<file path="src/design/sed_pkg.sv">
`timescale 1ns / 1ps

package sed_pkg;

    localparam int unsigned CHAR_W = 21;
    localparam int unsigned CODE_W = 32;

    localparam logic [CHAR_W-1:0] CH_BACKSLASH = CHAR_W'('h5C);
    localparam logic [CHAR_W-1:0] CH_LOWER_U   = CHAR_W'('h75);
    localparam logic [CHAR_W-1:0] CH_LOWER_A   = CHAR_W'('h61);
    localparam logic [CHAR_W-1:0] CH_LOWER_Z   = CHAR_W'('h7A);
    localparam logic [CHAR_W-1:0] CH_UPPER_A   = CHAR_W'('h41);
    localparam logic [CHAR_W-1:0] CH_UPPER_Z   = CHAR_W'('h5A);
    localparam logic [CHAR_W-1:0] CH_ZERO      = CHAR_W'('h30);
    localparam logic [CHAR_W-1:0] CH_LOWER_B   = CHAR_W'('h62);
    localparam logic [CHAR_W-1:0] CH_LOWER_F   = CHAR_W'('h66);
    localparam logic [CHAR_W-1:0] CH_LOWER_N   = CHAR_W'('h6E);
    localparam logic [CHAR_W-1:0] CH_LOWER_R   = CHAR_W'('h72);
    localparam logic [CHAR_W-1:0] CH_LOWER_T   = CHAR_W'('h74);

    localparam logic [CODE_W-1:0] CODE_BS  = CODE_W'(8);
    localparam logic [CODE_W-1:0] CODE_FF  = CODE_W'(12);
    localparam logic [CODE_W-1:0] CODE_LF  = CODE_W'(10);
    localparam logic [CODE_W-1:0] CODE_CR  = CODE_W'(13);
    localparam logic [CODE_W-1:0] CODE_TAB = CODE_W'(9);
    localparam logic [CODE_W-1:0] LETTER_OFFSET = CODE_W'(10);

    typedef struct packed {
        logic [CHAR_W-1:0] char_in;
        logic              end_of_string;
    } t_item;

    typedef struct packed {
        logic [CODE_W-1:0] char_out;
        logic              char_valid;
        logic              string_done;
    } t_result;

endpackage

</file>
<file path="src/design/sed_in_stage.sv">
`timescale 1ns / 1ps

module sed_in_stage (
    input  logic          i_clk,
    input  logic          i_rst_n,
    input  logic          i_valid,
    output logic          o_ready,
    input  sed_pkg::t_item i_item,
    output logic          o_valid,
    input  logic          i_ready,
    output sed_pkg::t_item o_item
);

    logic          r_valid;
    sed_pkg::t_item r_item;

    assign o_ready = !r_valid || i_ready;
    assign o_valid = r_valid;
    assign o_item  = r_item;

    always_ff @(posedge i_clk) begin
        if (!i_rst_n) begin
            r_valid <= 1'b0;
        end else if (i_valid && o_ready) begin
            r_valid <= 1'b1;
        end else if (i_ready) begin
            r_valid <= 1'b0;
        end
    end

    always_ff @(posedge i_clk) begin
        if (i_valid && o_ready) begin
            r_item <= i_item;
        end
    end

endmodule

</file>
<file path="src/design/sed_decoder.sv">
`timescale 1ns / 1ps

module sed_decoder (
    input  logic             i_clk,
    input  logic             i_rst_n,
    input  logic             i_valid,
    output logic             o_ready,
    input  sed_pkg::t_item   i_item,
    output logic             o_valid,
    input  logic             i_ready,
    output sed_pkg::t_result o_result
);

    typedef enum logic [1:0] {
        MODE_PLAIN = 2'd0,
        MODE_ESC   = 2'd1,
        MODE_HEX   = 2'd2
    } t_mode;

    t_mode                     r_mode, n_mode;
    logic [1:0]                r_left, n_left;
    logic [sed_pkg::CODE_W-1:0] r_acc, n_acc;

    logic                      has_result;
    logic                      advance;
    logic [sed_pkg::CODE_W-1:0] char_ext;
    logic [sed_pkg::CODE_W-1:0] digit;
    logic [sed_pkg::CODE_W-1:0] hex_sum;
    logic [sed_pkg::CODE_W-1:0] esc_code;
    logic [sed_pkg::CHAR_W-1:0] c;

    assign c        = i_item.char_in;
    assign char_ext = sed_pkg::CODE_W'(c);

    always_comb begin
        if (c >= sed_pkg::CH_LOWER_A && c <= sed_pkg::CH_LOWER_Z) begin
            digit = char_ext - sed_pkg::CODE_W'(sed_pkg::CH_LOWER_A) + sed_pkg::LETTER_OFFSET;
        end else if (c >= sed_pkg::CH_UPPER_A && c <= sed_pkg::CH_UPPER_Z) begin
            digit = char_ext - sed_pkg::CODE_W'(sed_pkg::CH_UPPER_A) + sed_pkg::LETTER_OFFSET;
        end else begin
            digit = char_ext - sed_pkg::CODE_W'(sed_pkg::CH_ZERO);
        end
    end

    assign hex_sum = r_acc + (digit << {r_left, 2'b00});

    always_comb begin
        if (c == sed_pkg::CH_LOWER_B) begin
            esc_code = sed_pkg::CODE_BS;
        end else if (c == sed_pkg::CH_LOWER_F) begin
            esc_code = sed_pkg::CODE_FF;
        end else if (c == sed_pkg::CH_LOWER_N) begin
            esc_code = sed_pkg::CODE_LF;
        end else if (c == sed_pkg::CH_LOWER_R) begin
            esc_code = sed_pkg::CODE_CR;
        end else if (c == sed_pkg::CH_LOWER_T) begin
            esc_code = sed_pkg::CODE_TAB;
        end else begin
            esc_code = char_ext;
        end
    end

    always_comb begin
        has_result = 1'b0;
        o_result   = '0;
        n_mode     = r_mode;
        n_left     = r_left;
        n_acc      = r_acc;
        if (i_item.end_of_string) begin
            has_result           = 1'b1;
            o_result.string_done = 1'b1;
            if (r_mode == MODE_HEX) begin
                o_result.char_out   = r_acc;
                o_result.char_valid = 1'b1;
            end
            n_mode = MODE_PLAIN;
            n_left = 2'd0;
            n_acc  = '0;
        end else begin
            unique case (r_mode)
                MODE_ESC: begin
                    if (c == sed_pkg::CH_LOWER_U) begin
                        n_mode = MODE_HEX;
                        n_left = 2'd3;
                        n_acc  = '0;
                    end else begin
                        n_mode              = MODE_PLAIN;
                        has_result          = 1'b1;
                        o_result.char_out   = esc_code;
                        o_result.char_valid = 1'b1;
                    end
                end
                MODE_HEX: begin
                    if (r_left == 2'd0) begin
                        n_mode              = MODE_PLAIN;
                        n_acc               = '0;
                        has_result          = 1'b1;
                        o_result.char_out   = hex_sum;
                        o_result.char_valid = 1'b1;
                    end else begin
                        n_left = r_left - 2'd1;
                        n_acc  = hex_sum;
                    end
                end
                default: begin
                    if (c == sed_pkg::CH_BACKSLASH) begin
                        n_mode = MODE_ESC;
                    end else begin
                        n_mode              = MODE_PLAIN;
                        has_result          = 1'b1;
                        o_result.char_out   = char_ext;
                        o_result.char_valid = 1'b1;
                    end
                end
            endcase
        end
    end

    assign o_ready = !has_result || i_ready;
    assign o_valid = i_valid && has_result;
    assign advance = i_valid && o_ready;

    always_ff @(posedge i_clk) begin
        if (!i_rst_n) begin
            r_mode <= MODE_PLAIN;
            r_left <= 2'd0;
            r_acc  <= '0;
        end else if (advance) begin
            r_mode <= n_mode;
            r_left <= n_left;
            r_acc  <= n_acc;
        end
    end

endmodule

</file>
<file path="src/design/sed_out_stage.sv">
`timescale 1ns / 1ps

module sed_out_stage (
    input  logic             i_clk,
    input  logic             i_rst_n,
    input  logic             i_valid,
    output logic             o_ready,
    input  sed_pkg::t_result i_result,
    output logic             o_valid,
    input  logic             i_ready,
    output sed_pkg::t_result o_result
);

    logic             r_valid;
    sed_pkg::t_result r_result;

    assign o_ready  = !r_valid || i_ready;
    assign o_valid  = r_valid;
    assign o_result = r_result;

    always_ff @(posedge i_clk) begin
        if (!i_rst_n) begin
            r_valid <= 1'b0;
        end else if (i_valid && o_ready) begin
            r_valid <= 1'b1;
        end else if (i_ready) begin
            r_valid <= 1'b0;
        end
    end

    always_ff @(posedge i_clk) begin
        if (i_valid && o_ready) begin
            r_result <= i_result;
        end
    end

endmodule

</file>
<file path="src/design/string_escape_decoder.sv">
`timescale 1ns / 1ps

// Decodes backslash escapes in a character stream, one character per cycle
// unless the output stalls. Each input transfer is registered, decoded
// combinationally against the escape state (plain, after backslash, reading
// four \u digits), and the result goes to an output register.
// Only characters that complete a decoded symbol, and every end-of-string
// item, produce an output transfer; a backslash, a 'u' after it and the first
// three code point digits produce none. An end-of-string item flushes a
// partly read code point (digits at their positional weights) or reports
// char_valid low, and returns the decoder to plain text.

module string_escape_decoder (
    input  logic        i_clk,
    input  logic        i_rst_n,
    input  logic        i_valid,
    output logic        o_ready,
    input  logic [20:0] i_char_in,
    input  logic        i_end_of_string,
    output logic        o_valid,
    input  logic        i_ready,
    output logic [31:0] o_char_out,
    output logic        o_char_valid,
    output logic        o_string_done
);

    sed_pkg::t_item   in_item;
    sed_pkg::t_item   reg_item;
    sed_pkg::t_result dec_result;
    sed_pkg::t_result out_result;
    logic             reg_valid, reg_ready;
    logic             dec_valid, out_ready;

    assign in_item.char_in       = i_char_in;
    assign in_item.end_of_string = i_end_of_string;

    sed_in_stage u_in (
        .i_clk   (i_clk),
        .i_rst_n (i_rst_n),
        .i_valid (i_valid),
        .o_ready (o_ready),
        .i_item  (in_item),
        .o_valid (reg_valid),
        .i_ready (reg_ready),
        .o_item  (reg_item)
    );

    sed_decoder u_dec (
        .i_clk    (i_clk),
        .i_rst_n  (i_rst_n),
        .i_valid  (reg_valid),
        .o_ready  (reg_ready),
        .i_item   (reg_item),
        .o_valid  (dec_valid),
        .i_ready  (out_ready),
        .o_result (dec_result)
    );

    sed_out_stage u_out (
        .i_clk    (i_clk),
        .i_rst_n  (i_rst_n),
        .i_valid  (dec_valid),
        .o_ready  (out_ready),
        .i_result (dec_result),
        .o_valid  (o_valid),
        .i_ready  (i_ready),
        .o_result (out_result)
    );

    assign o_char_out    = out_result.char_out;
    assign o_char_valid  = out_result.char_valid;
    assign o_string_done = out_result.string_done;

endmodule
</file>
<file path="config.mk">
export PLATFORM = sky130hd
export DESIGN_NAME = string_escape_decoder
export DESIGN_NICKNAME = d
export VERILOG_FILES = /design/src/design/sed_pkg.sv /design/src/design/sed_in_stage.sv /design/src/design/sed_decoder.sv /design/src/design/sed_out_stage.sv /design/src/design/string_escape_decoder.sv
export SDC_FILE = /design/constraint.sdc
export NUM_CORES = 1
export LEC_CHECK = 0
export BUFFER_PORTS_ARGS = -buffer_cell sky130_fd_sc_hd__buf_2
export CAP_MARGIN = 20
export CORE_MARGIN = 2
export CORE_UTILIZATION = 35
export DETAILED_ROUTE_END_ITERATION = 7
export SYNTH_ARGS = -nofsm -noshare
export SYNTH_HDL_FRONTEND = slang
export SYNTH_SLANG_ARGS = --single-unit
export TNS_END_PERCENT = 1
</file>
<file path="constraint.sdc">
create_clock -name i_clk -period 8.6 [get_ports i_clk]
set_input_delay 1.72 -clock i_clk [delete_from_list [all_inputs] [get_ports i_clk]]
set_output_delay 1.72 -clock i_clk [all_outputs]
set_load 0.02 [all_outputs]
</file>
==> impl_metrics.yaml, run 1 <==
worst_setup_path:
  worst_ep_required_time_ns: 8.86
  crit_path_end_kind: "flip-flop"
  r2r_cells: 22
  crit_path_start_kind: "flip-flop"
  r2r-end: "u_dec.r_acc[31]"
  crit_chain: "nor3_1 -> a31oi_1 -> or4_1 -> a221oi_1 -> o2111ai_2 -> and3_2 -> nor2_1 -> a211o_1 -> o21a_1 -> o22ai_1 -> ha_1 -> a211oi_1 -> o21ai_0 -> o211a_1 -> o211a_1 -> a211oi_1 -> a31oi_1 -> a221o_1 -> a31oi_1 -> xnor2_1 -> or4_1 -> a31oi_1"
  crit_fanout: 25
  reg2reg_from: "u_in.o_item[3]"
  path_class: "reg2reg"
  cp-startpoint: "u_in.o_item[3]"
  worst_path_most_repeated_cell: "a31oi_1"
  critPathSlowestCell: "nor3_1"
  cp_data_arrival_time_ns: 7.56
  slowest_delay_ns: 0.72
  rrSetupSlack_ns: 1.30
  cp-endpoint: "u_dec.r_acc[31]"
cells_and_area:
  utilization_pct: 39.3
  final_cell_mix: "a21oi_1, nor2_1, nand2_1"
  area_growth_pct: 10.1
  fin_cells: 1256
  final_common_cell: "a21oi_1"
  fill_cells: 2243
  drive_gt1_share_pct: 12.1
  num_antenna_cells: 0
  design_area_mm2: 0.00858
  nNetsFinal: 1043
flow_run:
  cap_violations: 0
timing:
  post-route-period-util_pct: 84.9
  worstMarginPinSlew_ns: 0.951
  drv_slew: 0
  maxSlewHeadroom_pct: 36.5
  setup_viol: 0
  finalSetupTns_ns: 0
  max_freq_mhz: 137
  layout_min_cycle_time_ns: 7.30
  clock-skew-final_ns: 0.0100
  hold_ws_ns: 0.479
  setup_ws_ns: 1.30
  hold_viol: 0
  rsz0062_at_grt: "false"
global_route:
  grt_usage_pct: 20.0
  grt_max_degree: 50
  antenna_found_initial: 0
  grt_overflow_total: 0
  grt_pass1_vias: 6857
  grt_pass1_wl_mm: 37.5
logic_synthesis:
  syn-instance-count: 952
  synth-main-ff-cell: "edfxtp_1"
  syn_area_mm2: 0.00779
  synth_seq_cells: 94
  ys_seq_area_share_pct: 31.3
  async_reset_ff_share_pct: 0
  syn_avg_cell_area_um2: 8.19
  synth-edff-count: 56
  synth_cell_types: 79
  synth_nets: 1024
  yosysWarnings: 0
floorplanning:
  io_pins: 62
  die_w_um: 153
  die_h_um: 153
  rows: 54
  start_util_pct: 35.7
  die_area_mm2: 0.0235
  fp.coreArea_mm2: 0.0218
route:
  routedWlPerCell_um: 18.9
  routed-via-count: 7302
  drt_pass1_iterations: 5
  routed_wl_mm: 23.7
  vias_per_cell: 5.81
  drt_iter0_drc: 722
  drc_errors: 0
  ant_nets: 0
outcome:
  status: "finished clean"
place:
  portBuffers: 61
  dpl_cell_area_mm2: 0.00830
  hpwl_mm: 17.7
  globalplace.congestion: 0.980
  place_inst: 1240
  pre_cts_ws_ns: 1.40
clock_network:
  ctsHoldBuffers: 0
  clk_latency_ns: 0.35
  cts_sinks: 94
  cts_max_path_buffers: 2
  cts_tree: "done"
  clk_pin_slew_worst_paths_ns: 0.07
  post_cts_buffers: 0
  cts_made_buffers: 9
  root_buffer: "clkbuf_16"
  ctsHtreeMaxLevel: 3
  cts.repair.resized: 0
power:
  power_density_mw_per_mm2: 130
  ir_worst_vdd_mv: 0.0823
  power_leakage_nw: 3.32
  total_power_mw: 1.11
min_path:
  hold_path_class: "reg2reg"
## how the worst min path moves through the flow
stage	depth (start not counted)	slack (ns)	endpoint	from
2_1_floorplan	2	0.45	u_dec.r_acc[30]	u_dec.r_acc[30]
3_3_place_gp	2	0.46	u_dec.r_acc[16]	u_dec.r_acc[16]
3_5_place_dp	2	0.47	u_dec.r_acc[16]	u_dec.r_acc[16]
4_1_cts	2	0.48	u_dec.r_acc[16]	u_dec.r_acc[16]
5_1_grt	2	0.51	u_dec.r_mode[1]	u_dec.r_mode[1]
6_report	2	0.48	u_dec.r_mode[1]	u_dec.r_mode[1]
## Yosys cell counts, types with 15 or more instances
| library cell | instances | share of area [%] |
|---|---|---|
| inv_1 | 31 | 1.5 |
| o21ai_0 | 50 | 3.2 |
| a21oi_1 | 93 | 6.0 |
| ha_1 | 45 | 7.2 |
| xnor2_1 | 36 | 4.0 |
| nor2_1 | 88 | 4.2 |
| nand3_1 | 33 | 2.1 |
| nor2b_1 | 15 | 1.2 |
| edfxtp_1 | 56 | 22 |
| clkbuf_1 | 54 | 2.6 |
| a21o_1 | 15 | 1.4 |
| xor2_1 | 23 | 2.6 |
| dfxtp_1 | 38 | 9.8 |
| nand2_1 | 79 | 3.8 |
| a22oi_1 | 18 | 1.7 |
| nor3_1 | 40 | 2.6 |
## area by class of cell
cell class,count,area [um^2],share of cell area [%]
clock inverter,5,32.5,0.379
sequential,94,2440,28.5
tap,280,350,4.09
timing repair buffer,72,388,4.52
clock buffer,11,243,2.83
inverter,32,120,1.40
multi-input combinational,762,5000,58.3
## per-layer routing
metal	track usage (%)	wire length (um)	share of wire [%]
met2	30.8	10200	43
met3	4.05	1880	7.9
met5	0	0	0
met4	6.26	520	2.2
met1	28.1	11200	47
## sequential cells by signal (all words and copies together) (netlist names)
register,count
u_out.o_result,34
u_dec.r_acc,32
u_in.o_valid,1
u_in.o_item,22
u_dec.r_left,2
u_out.o_valid,1
u_dec.r_mode,2
## cells by family after synthesis
| kind of cell | Yosys count | synth area share, % |
|---|---|---|
| adders and majority gates | 46 | 7.48 |
| and+or+nand+nor | 338 | 21.2 |
| AOI/OAI and AO/OA | 299 | 25.7 |
| DFF | 94 | 31.3 |
| xor gates and xnor gates | 59 | 6.63 |
| buffers and inverters | 96 | 4.90 |
| muxes | 20 | 2.67 |
## power by group
group / total [mW] / switching [mW] / internal (mW)
sequential: 0.518 / 0.0256 / 0.492
combinational: 0.210 / 0.133 / 0.0767
clock: 0.387 / 0.182 / 0.205
total: 1.11 / 0.340 / 0.774
## critical path: cells and delay by family (launching register included)
kind,cells,cell delay (ns)
adders and majority gates,1,0.37
xor gates and xnor gates,1,0.14
DFF,1,0.70
AOI/OAI and AO/OA,15,3.58
and+or+nand+nor,5,2.41
Note: power is estimated with default switching activity, not from simulation.
==> run 2: changes to the inputs <==
- clock period: 8.6 -> 6.5 ns (I/O delays scaled with it)
==> run 2 against run 1 <==
  * Sequential power increased by 28%
  * Power increased by 35%
  * Clock power increased by 34%
  * Count of clock-buffer cells in the layout decreased by 2
  * Highest routed layer unchanged
  * Register-to-register slack got worse by 1.0 ns
  * Cell count increased by 4.6%
  * Combinational power increased by 54%
  * Sequential share of layout area decreased by 1.6 points
==> impl_metrics.yaml, run 2 (synthesized netlist as in run 1, its figures left out) <==
worst_setup_path:
  cp_data_arrival_time_ns: 6.48
  crit_chain: "or3_4 -> or4_4 -> or4_1 -> a222oi_1 -> o2111ai_2 -> buf_4 -> nand4_1 -> nand2b_1 -> o21ai_1 -> mux2i_1 -> and2_1 -> ha_1 -> o21ai_0 -> nor2_1 -> o21a_1 -> o32a_1 -> a211oi_2 -> a31oi_1 -> a221o_1 -> a31oi_2 -> xnor2_1 -> or4_1 -> a31oi_1"
  crit_path_start_kind: "flip-flop"
  critPathSlowestCell: "or4_1"
  path_class: "reg2reg"
  worst_ep_required_time_ns: 6.78
  crit_fanout: 8
  slowest_delay_ns: 0.52
  crit_path_end_kind: "flip-flop"
place:
  globalplace.congestion: 0.943
  pre_cts_ws_ns: 0.0780
  hpwl_mm: 18.2
  portBuffers: 61
  place_inst: 1293
  dpl_cell_area_mm2: 0.00870
power:
  power_leakage_nw: 3.61
  total_power_mw: 1.50
  power_density_mw_per_mm2: 166
  ir_worst_vdd_mv: 0.112
clock_network:
  ctsHoldBuffers: 0
  root_buffer: "clkbuf_16"
  cts_made_buffers: 9
  ctsHtreeMaxLevel: 3
  clk_pin_slew_worst_paths_ns: 0.08
  cts_sinks: 94
  clk_latency_ns: 0.36
  cts_tree: "done"
  cts_max_path_buffers: 2
timing:
  drv_slew: 0
  setup_viol: 0
  hold_viol: 0
  post-route-period-util_pct: 95.3
  clock-skew-final_ns: 0.0125
  setup_ws_ns: 0.304
  max_freq_mhz: 161
  layout_min_cycle_time_ns: 6.20
  worstMarginPinSlew_ns: 0.977
  maxSlewHeadroom_pct: 34.7
global_route:
  grt_overflow_total: 0
  grt_pass1_vias: 7015
  antenna_found_initial: 0
  grt_pass1_wl_mm: 38.6
  grt_usage_pct: 20.6
  grt_max_degree: 50
route:
  vias_per_cell: 5.72
  drt_pass1_iterations: 8
  routedWlPerCell_um: 18.3
  routed_wl_mm: 24.1
  ant_nets: 0
  drc_errors: 0
  routed-via-count: 7514
  drt_iter0_drc: 662
cells_and_area:
  fin_cells: 1314
  design_area_mm2: 0.00909
  final_cell_mix: "a21oi_1, nor2_1, nand2_1"
  drive_gt1_share_pct: 18.6
  final_common_cell: "a21oi_1"
  largest_reg_flops: 34
  area_growth_pct: 16.7
  num_antenna_cells: 0
  nNetsFinal: 1101
floorplanning:
  io_pins: 62
  die_w_um: 153
  die_area_mm2: 0.0235
  start_util_pct: 35.7
  rows: 54
  die_h_um: 153
  fp.coreArea_mm2: 0.0218
flow_run:
  cap_violations: 0
min_path:
  hold_path_class: "reg2reg"
outcome:
  status: "finished clean"
## run 2: cell count changes in the layout (fill, tap and decap cells not counted), moves of 3 or more
cell      previous run  this run
o21ai_0             49        44
buf_4               11        69
o21ai_1              0         5
a211oi_1             8         5
a211oi_2             0         3
## run 2: critical path, delay by kind of cell, from the launching register on
kind	cells	cell delay [ns]
and+or+nand+nor	8	2.44
buffers and inverters	1	0.22
DFF	1	0.40
xor gates and xnor gates	1	0.12
adders and majority gates	1	0.29
muxes	1	0.13
AOI/OAI and AO/OA	11	2.53
## run 2: final timing paths
| check | from | endpoint | slack [ns] | depth (start not counted) |
|---|---|---|---|---|
| worst max-delay path | u_in.o_item[9] | u_dec.r_acc[31] | 0.30 | 23 |
| worst min register to register | u_dec.r_mode[1] | u_dec.r_mode[1] | 0.47 | 2 |
| worst max register to register | u_in.o_item[9] | u_dec.r_acc[31] | 0.30 | 23 |
| worst min-delay path | u_dec.r_mode[1] | u_dec.r_mode[1] | 0.47 | 2 |
## run 2: final cells by class
class | count | area [um^2]
Clock buffer | 9 | 225
Clock inverter | 7 | 56.3
Fill cell | 2200 | 12700
Inverter | 32 | 120
Multi-Input combinational cell | 762 | 5070
Sequential cell | 94 | 2440
Tap cell | 280 | 350
Timing Repair Buffer | 130 | 823
## run 2: repair_timing
| action | CTS | global route |
|---|---|---|
| resized for setup | 1 | 24 |
| setup buffers | 0 | 5 |
| pin swaps | 0 | 8 |
| endpoints found under the setup margin | 1 | 13 |
## run 2: metal layers
metal  part of all wire [%]  track usage (%)  vias to the layer above  wire [um]
met5                      0                0                        -          0
met4                    1.4             5.07                        0        331
met3                    6.5             2.61                       25       1570
met2                     44             32.2                      264      10700
met1                     48             30.0                     3545      11500
li1                       -                -                     3680          -
## run 2: power breakdown
part	leakage [nW]	internal (mW)	total, mW	switching, mW
registers	0.859	0.651	0.664	0.0131
clock network	0.132	0.264	0.517	0.253
logic	2.62	0.123	0.324	0.201
## run 2: metrics by stage
stage | utilization (%) | setup TNS, ns | hold slack, ns
floorplan | - | 0 | 0.448
global placement | 39.9 | 0 | 0.459
detailed placement | 39.9 | 0 | 0.471
CTS | 41.2 | 0 | 0.481
global route | 41.7 | -0.00964 | 0.494
finish | 41.7 | 0 | 0.474
